## src/rtl/rmq_fifo.sv

```systemverilog
`default_nettype none
// ----------------------------------------------------------------------------
// rmq_fifo
// Small register queue with push/full and pop/empty sides.
// ----------------------------------------------------------------------------
module rmq_fifo #(
    parameter int WIDTH = 8,
    parameter int DEPTH = 4
) (
    input  wire logic             i_clk,
    input  wire logic             i_rst_n,
    input  wire logic             i_push,
    input  wire logic [WIDTH-1:0] i_data,
    output logic                  o_full,
    input  wire logic             i_pop,
    output logic [WIDTH-1:0]      o_data,
    output logic                  o_empty
);
    localparam int PW = (DEPTH > 1) ? $clog2(DEPTH) : 1;
    localparam int CW = $clog2(DEPTH + 1);

    logic [WIDTH-1:0] r_mem [0:DEPTH-1];
    logic [PW-1:0]    r_wr, r_rd;
    logic [CW-1:0]    r_cnt;
    logic             do_push, do_pop;

    assign o_full  = (r_cnt == CW'(DEPTH));
    assign o_empty = (r_cnt == '0);
    assign do_push = i_push && !o_full;
    assign do_pop  = i_pop && !o_empty;
    assign o_data  = r_mem[r_rd];

    always_ff @(posedge i_clk) begin
        if (!i_rst_n) begin
            r_wr  <= '0;
            r_rd  <= '0;
            r_cnt <= '0;
        end else begin
            if (do_push) begin
                r_wr <= (r_wr == PW'(DEPTH - 1)) ? '0 : r_wr + PW'(1);
            end
            if (do_pop) begin
                r_rd <= (r_rd == PW'(DEPTH - 1)) ? '0 : r_rd + PW'(1);
            end
            if (do_push && !do_pop) begin
                r_cnt <= r_cnt + CW'(1);
            end else if (do_pop && !do_push) begin
                r_cnt <= r_cnt - CW'(1);
            end
        end
    end

    always_ff @(posedge i_clk) begin
        if (do_push) begin
            r_mem[r_wr] <= i_data;
        end
    end

endmodule
`default_nettype wire

```

## config.mk

```make
export PLATFORM = sky130hd
export DESIGN_NAME = rmq_fifo
export DESIGN_NICKNAME = d
export VERILOG_FILES = /design/src/rtl/rmq_fifo.sv
export SDC_FILE = /design/constraint.sdc
export NUM_CORES = 1
export LEC_CHECK = 0
export ABC_AREA = 1
export BUFFER_PORTS_ARGS = -buffer_cell sky130_fd_sc_hd__buf_2
export CAP_MARGIN = 20
export CORE_MARGIN = 2
export CORE_UTILIZATION = 56
export CTS_CLUSTER_DIAMETER = 200
export CTS_CLUSTER_SIZE = 28
export DETAILED_ROUTE_END_ITERATION = 8
export GPL_ROUTABILITY_DRIVEN = 0
export PLACE_DENSITY_LB_ADDON = 0.08
export SLEW_MARGIN = 15
export SYNTH_ARGS = -nofsm -noshare
export SYNTH_HDL_FRONTEND = slang
export SYNTH_SLANG_ARGS = --single-unit
```

## constraint.sdc

```tcl
create_clock -name i_clk -period 1.9 [get_ports i_clk]
set_input_delay 0.285 -clock i_clk [delete_from_list [all_inputs] [get_ports i_clk]]
set_output_delay 0.285 -clock i_clk [all_outputs]
set_load 0.02 [all_outputs]
```

==> results.tsv, run 1 <==
metric	value	unit
ant_nets	0	
grt_max_degree	17	
clockBufferDepth	2	
ys.flop_type	edfxtp_1	
hpwl	1970	um
die-area	3480	sq um
final.min_clock_period	1.80	ns
seq_power_share	0.450	
setup_viol	0	
cp_data_arrival_time	2.06	ns
core-area	2810	sq um
rr_endpoint	r_cnt[1]	
total_power	0.00272	W
relSlewSlack	0.819	
cts_inserted_buffers	5	
ioPinCount	22	
switching_power	0.00101	W
cp_max_fo	7	
holdCritPathClass	in2reg	
ys_ff_latch	41	
clockRootBuffer	clkbuf_4	
clock_latency	0.35	ns
cap_violations	0	
reg2reg_depth	9	
die_x	59.0	um
crit_type	reg2reg	
ff_latch_area	1150	sq um
p_int	0.00171	W
whs	0.139	ns
grt.overflow.total	0	
wl_per_cell	13.4	um
synth_cells	148	
cts_tree	done	
ys_seq_area_frac	0.674	
grt_pass1_wl	4720	um
viasPerCell	5.27	
final_max_slew_viol_count	0	
crit_slowest_cell	fa_2	
clkPwrFrac	0.187	
multi_input_comb_area	473	sq um
syn2layout_area_growth	15.7	%
hp-start	i_data[7]	
antenna_cells	0	
avgSynthCellArea	11.4	sq um
path_cells	nor2_2, nand2_2, nand2_4, inv_1, ha_1, inv_1, fa_2, o21ai_1, nor2_1	
cts_sinks	41	
min_to	r_mem[3][7]	
grt_antenna_before_repair	0	
yosys_warnings	0	
status	finished with violations	
r2r_start	r_cnt[1]	
min_path_cells	1	
swShare	0.372	
leakage	0.806	nW
cpMostUsedCell	inv_1	
fmax	0.554	GHz
netlist_area	1690	sq um
p_comb_frac	0.363	
finalNetCount	199	
htree_levels	2	
cp_data_required_time	2.16	ns
die_h	59.0	um
worstSetupStartpoint	r_cnt[1]	
worst_pin_slew	0.271	ns
async_flop_share	0	
wl	2850	um
synth_top_area_frac	0.568	
drt_iter0_drc	57	
fin_worst_skew	0.00608	ns
period_share	0.950	
violations	design-rule violations	
final_core_util	0.698	
critPathMaxStageDelay	0.44	ns
synthDistinctLibCells	18	
clk_pin_slew	0.12	ns
fill_cells	222	
yosysTopAreaCell	edfxtp_1	
drc	1	
synth.most_common_cell	nor2_1	
drive_gt1_frac	0.271	
vdd_ir_drop_max	848	uV
yosys-top-cells-count	33 x nor2_1, 32 x edfxtp_1, 18 x inv_1	
cts-hold-fix-buffers	0	
start_util	0.603	
io_buffers	21	
grt_pass1_vias	1077	
tns	0	ns
critical_path.endpoint_type	flip-flop	
drtPass1Iterations	6	
rows	19	
syn_nets	167	
hold_viol	0	
synth_edf_count	32	
r2r_setup_slack	0.1	ns
p_per_area	1390	nW/um^2
critPathLaunchType	flip-flop	
via_count	1118	
synth_area_leaders	edfxtp_1 57%, dfxtp_1 11%, nor2_1 7.3%, ha_1 4.4%, o21ai_0 4.1%	
track_usage	0.191	
==> state kept, by name (all words and copies together) (netlist names), named ones only <==
register	flops
r_cnt	3
r_mem	32
r_rd	2
r_wr	2
==> what timing repair did <==
action                                  4_1_cts  5_1_grt
endpoints found under the hold margin         0        0
gates resized for setup                       0       11
buffers inserted                              0        1
endpoints found under the setup margin        0       10
==> layout by cell type (no fill, tap or decap), drive strengths merged, types with 2 or more instances in the layout <==
master / count
a21oi: 2
buf: 27
clkbuf: 6
dfxtp: 9
edfxtp: 32
ha: 6
inv: 19
nand2: 15
nor2: 33
o21ai: 18
o22ai: 8
==> cell families (layout without fill, tap and decap cells) <==
logic type | after synthesis | after routing | synth area share
simple gates | 51 | 51 | 0.119
fa+ha+maj | 7 | 7 | 0.0562
buf+inv | 21 | 54 | 0.0554
compound gates | 28 | 28 | 0.0953
flops | 41 | 41 | 0.674
==> cell type report <==
class / instances / area share
multi-input combinational: 86 / 0.242
clock inverter: 2 / 0.00831
inverter: 19 / 0.0364
timing repair buffer: 27 / 0.0767
clock buffer: 6 / 0.0319
tap: 31 / 0.0198
sequential: 41 / 0.585
==> metrics by stage <==
step,setup WS [ns],instances,instance area (sq um)
after floorplan,0.210,148,1690
after global placement,0.133,203,1850
after detailed placement,0.0625,203,1850
after CTS,0.0324,211,1930
after global routing,-0.0373,212,1960
final,0.0956,212,1960
==> worst max-delay path, delay by kind of cell, from the launching register on <==
kind | cells | cell delay, ns
adders and majority gates | 2 | 0.65
and+or+nand+nor | 4 | 0.43
DFF | 1 | 0.36
buffers and inverters | 2 | 0.15
AOI/OAI and AO/OA | 1 | 0.13
==> power by group through the flow <==
| stage | clock [W] | combinational (W) | sequential, W |
|---|---|---|---|
| after floorplan | 0 | 0.000688 | 0.00120 |
| after global placement | 0 | 0.000899 | 0.00123 |
| after detailed placement | 0 | 0.000942 | 0.00124 |
| after CTS | 0.000531 | 0.000947 | 0.00121 |
| after global routing | 0.000563 | 0.00113 | 0.00125 |
| final | 0.000508 | 0.000987 | 0.00122 |
==> worst max path at each step <==
stage,endpoint,slack [ns],cells past startpoint
final,r_cnt[1],0.1,9
after global routing,r_cnt[1],-0.04,9
after CTS,o_data[3],0.03,4
after detailed placement,r_cnt[2],0.06,13
after global placement,r_cnt[1],0.13,9
after floorplan,r_cnt[1],0.21,9
==> metal layers <==
metal	track usage	vias to the layer above	part of all wire
met1	0.211	524	0.40
met3	0.0721	6	0.055
li1	-	564	-
met2	0.330	24	0.53
met5	0	-	0
met4	0.0779	0	0.015
Note: power is estimated with default switching activity, not from simulation.
==> inputs of run 2 (changes only) <==
- CORE_UTILIZATION: 56 -> 45
- MAX_ROUTING_LAYER: unset -> met4
==> results.tsv, run 2 (synthesis results as in run 1) <==
metric	value	unit
swShare	0.369	
via_count	1115	
grt_pass1_wl	4940	um
cp_data_arrival_time	1.95	ns
p_comb_frac	0.360	
grt_antenna_before_repair	0	
hold_viol	0	
grt.overflow.total	0	
layout_setup_ws	0.127	ns
finalNetCount	201	
grt_max_degree	17	
clk_pin_slew	0.08	ns
fin_worst_skew	0.00392	ns
core-area	3630	sq um
largest_register_ffs	32	
holdCritPathClass	in2reg	
final.min_clock_period	1.77	ns
crit_type	reg2reg	
setup_viol	0	
hpwl	2030	um
antenna_cells	0	
rows	22	
track_usage	0.166	
worst_pin_slew	0.390	ns
period_share	0.933	
critPathLaunchType	flip-flop	
drc	0	
wl	2940	um
critical_path.endpoint_type	flip-flop	
path_cells	nor2_2, nand2_2, nand2_2, inv_1, ha_1, inv_1, fa_1, o21ai_0, nor2_1	
fmax	0.564	GHz
leakage	0.812	nW
drt_iter0_drc	41	
ant_nets	0	
mostFrequentLayoutCells	32 x nor2_1, 32 x edfxtp_1, 21 x buf_2	
p_int	0.00174	W
p_per_area	1380	nW/um^2
start_util	0.466	
die-area	4270	sq um
tns	0	ns
total_power	0.00275	W
grt_pass1_vias	1105	
cp_data_required_time	2.08	ns
wl_per_cell	12.7	um
cts_inserted_buffers	5	
switching_power	0.00101	W
drive_gt1_frac	0.257	
cts-hold-fix-buffers	0	
cts_tree	done	
ioPinCount	22	
viasPerCell	4.83	
cp_top_family	adder cells	
cts_sinks	41	
cp_max_fo	4	
htree_levels	2	
clock_latency	0.29	ns
die_h	65.3	um
dpl_worst_slack	0.0425	ns
seq_power_share	0.443	
largest_register	r_mem	
drtPass1Iterations	4	
path_buf_inv	2	
top_regs	r_mem: 32 flops, r_cnt: 3 flops	
relSlewSlack	0.740	
crit_slowest_cell	fa_1	
syn2layout_area_growth	17.7	%
final_max_slew_viol_count	0	
vdd_ir_drop_max	537	uV
final_core_util	0.549	
cap_violations	0	
clockRootBuffer	clkbuf_8	
status	completed	
io_buffers	21	
die_x	65.3	um
critPathMaxStageDelay	0.41	ns
clockBufferDepth	2	
clkPwrFrac	0.197	
run 2: changes by cell type in the layout (fill, tap and decap cells not counted), moves of 2 or more:
| cell | change |
|---|---|
| clkbuf_8 | +5 |
| clkbuf_4 | -5 |
| dfxtp_2 | -2 |
| buf_4 | +2 |
| dfxtp_1 | +2 |
run 2: power by group through the flow:
stage / registers [W] / logic [W] / clock network [W]
final: 0.00122 / 0.000990 / 0.000543
after global routing: 0.00124 / 0.00113 / 0.000607
after CTS: 0.00121 / 0.000979 / 0.000563
after detailed placement: 0.00123 / 0.000975 / 0
after global placement: 0.00122 / 0.000942 / 0
after floorplan: 0.00120 / 0.000688 / 0
run 2: layer usage:
| metal | GRT usage | wire, um |
|---|---|---|
| met1 | 0.200 | 1330 |
| met5 | - | 0 |
| met2 | 0.260 | 1430 |
| met4 | 0.0547 | 53 |
| met3 | 0.0616 | 125 |
run 2: per-stage QoR:
| step | instances | cell area (sq um) | hold slack, ns |
|---|---|---|---|
| CTS | 230 | 1980 | 0.195 |
| detailed placement | 222 | 1890 | 0.503 |
| floorplan | 148 | 1690 | 0.384 |
| global placement | 222 | 1890 | 0.497 |
| finish | 231 | 1990 | 0.204 |
| global route | 231 | 1990 | 0.191 |
run 2: worst paths after layout:
path,cells past startpoint,start,slack (ns),end
worst min-delay path,1,i_data[4],0.20,r_mem[3][4]
worst min register to register,2,r_cnt[0],0.50,r_cnt[0]
worst max-delay path,9,r_cnt[1],0.13,r_cnt[1]
worst max register to register,9,r_cnt[1],0.13,r_cnt[1]
run 2: area by class of cell:
cell class              count  area (sq um)
clock inverters             2          15.0
well taps                  48          60.1
clock buffers               6          72.6
multi-input cells          86           465
fillers                   347          1640
flip-flops and latches     41          1140
inverters                  19          71.3
repair buffers             29           165
run 2: repair_timing:
item | in CTS | in global routing
endpoints found under the setup margin | 0 | 4
gates resized for setup | 0 | 6
buffers inserted | 0 | 1
