==> src/rtl/rmq_pkg.sv <==
`default_nettype none
// ----------------------------------------------------------------------------
// rmq_pkg
// Shared types and constants of the rotation matrix to quaternion unit.
// ----------------------------------------------------------------------------
package rmq_pkg;

    // quaternion slot that takes the root component
    typedef enum logic [1:0] {
        SLOT_W = 2'd0,
        SLOT_X = 2'd1,
        SLOT_Y = 2'd2,
        SLOT_Z = 2'd3
    } t_slot;

    localparam int LANES     = 3;
    localparam int MID_DEPTH = 4;
    localparam int OUT_DEPTH = 2;

endpackage
`default_nettype wire

==> src/rtl/rmq_front.sv <==
`default_nettype none
// ----------------------------------------------------------------------------
// rmq_front
// Classify a matrix: pick the root slot, form the radicand and the three
// numerators as sign and magnitude.
// ----------------------------------------------------------------------------
module rmq_front #(
    parameter int W = 16,
    parameter int F = 14,
    parameter int SU = 18
) (
    input  wire logic signed [W-1:0] i_m00, i_m01, i_m02,
    input  wire logic signed [W-1:0] i_m10, i_m11, i_m12,
    input  wire logic signed [W-1:0] i_m20, i_m21, i_m22,
    output rmq_pkg::t_slot           o_slot,
    output logic [SU-1:0]            o_rad,
    output logic [2:0]               o_neg,
    output logic [2:0][W:0]          o_mag
);
    import rmq_pkg::*;

    localparam int SS = SU + 1;

    logic signed [SS-1:0] e00, e11, e22, one, trace, rad_s;
    logic signed [W:0]    x01, x02, x10, x12, x20, x21;
    logic signed [W:0]    d [0:2];

    always_comb begin
        e00   = {{(SS-W){i_m00[W-1]}}, i_m00};
        e11   = {{(SS-W){i_m11[W-1]}}, i_m11};
        e22   = {{(SS-W){i_m22[W-1]}}, i_m22};
        one   = {{(SS-F-1){1'b0}}, 1'b1, {F{1'b0}}};
        trace = e00 + e11 + e22;
        x01   = {i_m01[W-1], i_m01};
        x02   = {i_m02[W-1], i_m02};
        x10   = {i_m10[W-1], i_m10};
        x12   = {i_m12[W-1], i_m12};
        x20   = {i_m20[W-1], i_m20};
        x21   = {i_m21[W-1], i_m21};

        priority if (trace > 0) begin
            o_slot = SLOT_W;
        end else if (e22 > ((e11 > e00) ? e11 : e00)) begin
            o_slot = SLOT_Z;
        end else if (e11 > e00) begin
            o_slot = SLOT_Y;
        end else begin
            o_slot = SLOT_X;
        end

        unique case (o_slot)
            SLOT_W: begin
                rad_s = trace + one;
                d[0]  = x21 - x12;
                d[1]  = x02 - x20;
                d[2]  = x10 - x01;
            end
            SLOT_X: begin
                rad_s = e00 - e11 - e22 + one;
                d[0]  = x21 - x12;
                d[1]  = x10 + x01;
                d[2]  = x20 + x02;
            end
            SLOT_Y: begin
                rad_s = e11 - e22 - e00 + one;
                d[0]  = x02 - x20;
                d[1]  = x01 + x10;
                d[2]  = x21 + x12;
            end
            SLOT_Z: begin
                rad_s = e22 - e00 - e11 + one;
                d[0]  = x10 - x01;
                d[1]  = x02 + x20;
                d[2]  = x12 + x21;
            end
            default: begin
                rad_s = '0;
                d[0]  = '0;
                d[1]  = '0;
                d[2]  = '0;
            end
        endcase

        o_rad = (rad_s > 0) ? rad_s[SU-1:0] : '0;
        for (int l = 0; l < 3; l++) begin
            o_neg[l] = d[l][W];
            o_mag[l] = d[l][W] ? (W+1)'(-d[l]) : (W+1)'(d[l]);
        end
    end

endmodule
`default_nettype wire

==> config.mk <==
export PLATFORM = sky130hd
export DESIGN_NAME = rmq_front
export DESIGN_NICKNAME = d
export VERILOG_FILES = /design/src/rtl/rmq_pkg.sv /design/src/rtl/rmq_front.sv
export SDC_FILE = /design/constraint.sdc
export NUM_CORES = 1
export LEC_CHECK = 0
export ABC_AREA = 0
export BUFFER_PORTS_ARGS = -buffer_cell sky130_fd_sc_hd__clkbuf_2
export CAP_MARGIN = 20
export CORE_MARGIN = 10
export CORE_UTILIZATION = 30
export DETAILED_ROUTE_END_ITERATION = 8
export PLACE_DENSITY = 0.56
export SYNTH_ARGS = -nofsm -noshare
export SYNTH_HDL_FRONTEND = slang
export SYNTH_SLANG_ARGS = --single-unit
export TNS_END_PERCENT = 5
==> constraint.sdc <==
create_clock -name vclk -period 16.4
set_input_delay 2.46 -clock vclk [all_inputs]
set_output_delay 2.46 -clock vclk [all_outputs]
set_load 0.01 [all_outputs]
==> flow_summary.ini, run 1 <==
[timing]
fmax_mhz = 79.66
finalCritPeriodShare = 0.7655
rsz0062_at_grt = false
worst_slew_pin_slew_ns = 0.9894
setup_ws_ns = 3.847
maxSlewViolCount = 0
finalSetupViolations = 0
relSlewSlack = 0.3380
finalSetupTns_ns = 0
period_minus_slack_ns = 12.55
hold_viol = 0

[floorplanning]
core-area_um2 = 44410
start_util = 0.3053
die_h_um = 232.6
fp.dieW_um = 232.6
rows = 77
dieArea_um2 = 54100
io_pins = 218

[yosys]
synth.area.top_cells = ha_1 24%, fa_1 11%, xnor2_1 7.2%, a21oi_1 5.3%, inv_1 5.1%
yosysSeqAreaShare = 0
syn-num-nets = 2305
synth_area_um2 = 13560
synth_cell_type_count = 92
syn_area_per_cell_um2 = 7.417
synth_common_cells = 259 x ha_1, 183 x inv_1, 183 x nor2_1, 143 x a21oi_1, 112 x xnor2_1
synth.most_common_cell = ha_1
synth_top_area_frac = 0.2390
yosys_warnings = 0
yosysTopAreaCell = ha_1
synthCells = 1828

[power]
swShare = 0.6341
p_clk_frac = 0
power.density_nw_per_um2 = 97.15
cellLeakagePower_nw = 7.193
ir_drop_uv = 68.16
power_frac_seq = 0
power_frac_comb = 1.000
power.net_switching_mw = 0.9366
p_int_mw = 0.5405

[cells_and_area]
area_growth_syn_to_layout_pct = 12.14
final_core_util = 0.3423
nets = 2467
n_antenna_cell = 0
seq_area_um2 = 0
clockBufferCount = 0
nFlopsAndLatches = 0
layout-drive-gt1-share = 0.1388

[critical_path]
path_class = in -> out
arrival_ns = 10.09
max_stage_delay_ns = 0.71
cp_max_fo = 46
cp_num_buf_inv = 7
worst_path_dominant_cell_family = simple AND/OR/NAND/NOR gates
endpoint_kind = primary output
worst_setup_path_start_kind = primary input
critPathRequiredTime_ns = 13.94
critPathSlowestCell = fa_1
path_common_cell = inv_1

[run_status]
outcome = completed

[global_route]
grt_pass1_wl_um = 78900
grt_max_degree = 60
overflow = 0
grt_pass1_vias = 13600
gr-usage-all-layers = 0.1816
antenna_found_initial = 1

[drt]
wl_um = 51610
routedWlPerCell_um = 20.00
dr_total_vias = 13850
drc = 0
postRouteAntennaNets = 0
first_pass_iters = 7
drtIter0Drc = 1059
viasPerCell = 5.367

[hold_path]
hold_path_class = in -> out

[placement]
gp_congestion = 0.9181
hpwl_um = 44690
pre_cts_ws_ns = 3.971
buffer_ports.inserted = 218

[clock_network]
cts_hold_buf = 0
cts.repair.resized = 0
cts_setup_buffers = 0

[flow_run]
max_cap_violations = 0
==> worst paths after layout <==
| path | startpoint | to | slack, ns | cells past startpoint |
|---|---|---|---|---|
| setup / recovery | i_m11[2] | o_mag[10] | 3.85 | 27 |
| hold / removal | i_m12[0] | o_mag[0] | 5.48 | 4 |
==> metrics by stage <==
stage / total power [mW] / cell area, um2 / hold WS, ns / instances
2_1_floorplan: 0.9532 / 13560 / 5.163 / 1828
3_3_place_gp: 1.454 / 15200 / 5.526 / 2580
6_report: 1.477 / 15200 / 5.482 / 2580
3_5_place_dp: 1.457 / 15200 / 5.514 / 2580
5_1_grt: 1.604 / 15200 / 5.521 / 2580
4_1_cts: 1.466 / 15200 / 5.514 / 2580
==> cell families (layout without fill, tap and decap cells) <==
group / after synthesis / count (layout) / synth area share
muxes: 23 / 23 / 0.01735
adders and majority gates: 333 / 333 / 0.3483
buffers and inverters: 252 / 412 / 0.07254
xor gates and xnor gates: 165 / 165 / 0.1066
AOI/OAI and AO/OA: 538 / 538 / 0.2698
and+or+nand+nor: 517 / 517 / 0.1854
==> per-layer routing <==
metal,part of all wire,global-route usage
met2,0.49,0.3244
met1,0.45,0.2390
met5,0,0
met3,0.054,0.01777
met4,0.010,0.01643
==> cell type report <==
type / instances / area [um2]
multi-input cells: 1576 / 12610
inverters: 184 / 690.7
repair buffers: 228 / 1166
well taps: 592 / 740.7
fillers: 4788 / 29210
==> placed cells by master, fill, tap and decap left out, types with 13 or more instances in the layout <==
cell | synthesis | routed
nand3_1 | 29 | 29
ha_1 | 259 | 259
nor3_1 | 49 | 49
nand2_1 | 105 | 105
a21o_1 | 23 | 23
nor2_1 | 183 | 183
nand2b_1 | 26 | 26
fa_1 | 74 | 74
a31oi_1 | 27 | 26
o211ai_1 | 25 | 25
clkbuf_2 | 0 | 218
or3_1 | 17 | 17
xnor2_1 | 112 | 112
a21oi_1 | 143 | 143
o21a_1 | 30 | 30
mux2i_1 | 19 | 18
a211oi_1 | 27 | 27
o31ai_1 | 13 | 13
o21ai_0 | 87 | 87
inv_1 | 183 | 183
o22ai_1 | 26 | 26
nor2b_1 | 31 | 31
xor2_1 | 53 | 53
o21bai_1 | 22 | 22
==> power by group through the flow <==
stage	Sequential, mW	Combinational, mW	Clock [mW]
2_1_floorplan	0	0.953	0
3_3_place_gp	0	1.45	0
3_5_place_dp	0	1.46	0
4_1_cts	0	1.47	0
5_1_grt	0	1.60	0
6_report	0	1.48	0
Power figures use the tool's default switching activity.
==> run 2: changes to the inputs <==
==> constraint.sdc (replaced) <==
create_clock -name vclk -period 11.95
set_input_delay 1.7925 -clock vclk [all_inputs]
set_output_delay 1.7925 -clock vclk [all_outputs]
set_load 0.01 [all_outputs]
==> run 2 against run 1 <==
Net effect: die area unchanged; non-clock buffer count up 4; critical path depth down 3; via count down 0.48%; total power up 37%; final cell count up 0.16%; global-route usage down 0.18 points; critical endpoint unchanged.
==> flow_summary.ini, run 2 (synthesized netlist as in run 1, its figures left out) <==
[power]
power_frac_seq = 0
power_frac_comb = 1.000
p_int_mw = 0.7468
p_total_mw = 2.020
cellLeakagePower_nw = 7.212
ir_drop_uv = 101.7
p_clk_frac = 0
power.net_switching_mw = 1.274
swShare = 0.6304
power.density_nw_per_um2 = 132.6

[timing]
rsz0062_at_grt = false
hold_viol = 0
finalSetupTns_ns = 0
finalCritPeriodShare = 0.8808
finalSetupViolations = 0
fmax_mhz = 95.01
period_minus_slack_ns = 10.53
maxSlewViolCount = 0
worst_slew_pin_slew_ns = 0.8750
relSlewSlack = 0.4166

[global_route]
grt_pass1_wl_um = 77940
gr-usage-all-layers = 0.1798
overflow = 0
grt_max_degree = 41
grt_pass1_vias = 13680
antenna_found_initial = 0

[cells_and_area]
n_antenna_cell = 0
final_cell_mix = 259 x ha_1, 218 x clkbuf_2, 183 x inv_1, 183 x nor2_1, 143 x a21oi_1
nFlopsAndLatches = 0
layout-drive-gt1-share = 0.1406
nets = 2471
fillers = 4852
final_common_cell = ha_1
area_growth_syn_to_layout_pct = 12.37
final_cells = 2584
seq_area_um2 = 0
clockBufferCount = 0

[critical_path]
worst_setup_path_start_kind = primary input
arrival_ns = 8.73
endpoint_kind = primary output
cp_max_fo = 36
path_class = in -> out
critPathRequiredTime_ns = 10.16

[clock_network]
cts_hold_buf = 0
cts_setup_buffers = 0
cts.repair.resized = 0

[floorplanning]
io_pins = 218
core-area_um2 = 44410
rows = 77
die_h_um = 232.6
dieArea_um2 = 54100
start_util = 0.3053
fp.dieW_um = 232.6

[run_status]
outcome = completed

[hold_path]
hold_path_class = in -> out

[placement]
buffer_ports.inserted = 218
hpwl_um = 44660
gp_congestion = 0.9142
dp.cells = 2584

[drt]
wl_um = 51080
drc = 0
drtIter0Drc = 1008
met1Wirelength_um = 22210
routedWlPerCell_um = 19.77
wl_met2_um = 24630
dr.max_layer_used = met4
wl_met3_um = 3258
viasPerCell = 5.333
first_pass_iters = 5
dr_total_vias = 13780
postRouteAntennaNets = 0

[flow_run]
max_cap_violations = 0
==> run 2: worst max-delay path, cell delays in order <==
cell and delay (ns):
clkbuf_2 0.14, inv_1 0.14, ha_1 0.55, nor2_1 0.11
nand4b_1 0.25, a211oi_1 0.09, nor4_2 0.46, mux2_2 0.79
nor2_1 0.08, a21oi_1 0.16, ha_1 0.27, a211oi_1 0.28
o21ai_0 0.16, nor3b_1 0.54, a31o_2 0.42, buf_4 0.34
buf_4 0.37, nor2_1 0.09, a31oi_1 0.29, o32ai_4 0.19
nor4_2 0.67, a21oi_1 0.16, xor2_1 0.20, clkbuf_2 0.16
==> run 2: path summary, 6_finish.rpt <==
| path | start | to | slack, ns | cells after the start |
|---|---|---|---|---|
| worst max-delay path | i_m00[15] | o_mag[10] | 1.42 | 24 |
| worst min-delay path | i_m12[0] | o_mag[0] | 4.12 | 4 |
==> run 2: cell type report <==
class                      count  area (um2)  area share
inverter                     184       690.7     0.04534
multi-input combinational   1576       12610      0.8275
tap                          592       740.7     0.04862
timing repair buffer         232        1196     0.07852
==> run 2: power by group through the flow <==
stage / sequential [mW] / combinational [mW] / clock [mW]
2_1_floorplan: 0 / 1.31 / 0
3_3_place_gp: 0 / 1.99 / 0
3_5_place_dp: 0 / 2.00 / 0
4_1_cts: 0 / 2.01 / 0
5_1_grt: 0 / 2.20 / 0
6_report: 0 / 2.02 / 0
==> run 2: stage by stage <==
stage	hold WS, ns	setup slack (ns)	instance area [um2]	utilization
2_1_floorplan	3.828	2.530	13560	-
3_3_place_gp	4.132	1.566	15230	0.3430
3_5_place_dp	4.151	1.429	15230	0.3430
4_1_cts	4.146	1.392	15230	0.3430
5_1_grt	4.158	0.9028	15230	0.3430
6_report	4.122	1.425	15230	0.3430
==> run 2: routing by layer <==
layer  vias up  track usage
met3        41      0.02202
met1      6487       0.2297
met4         0      0.03287
met5         -            0
li1       6795            -
met2       457       0.3190
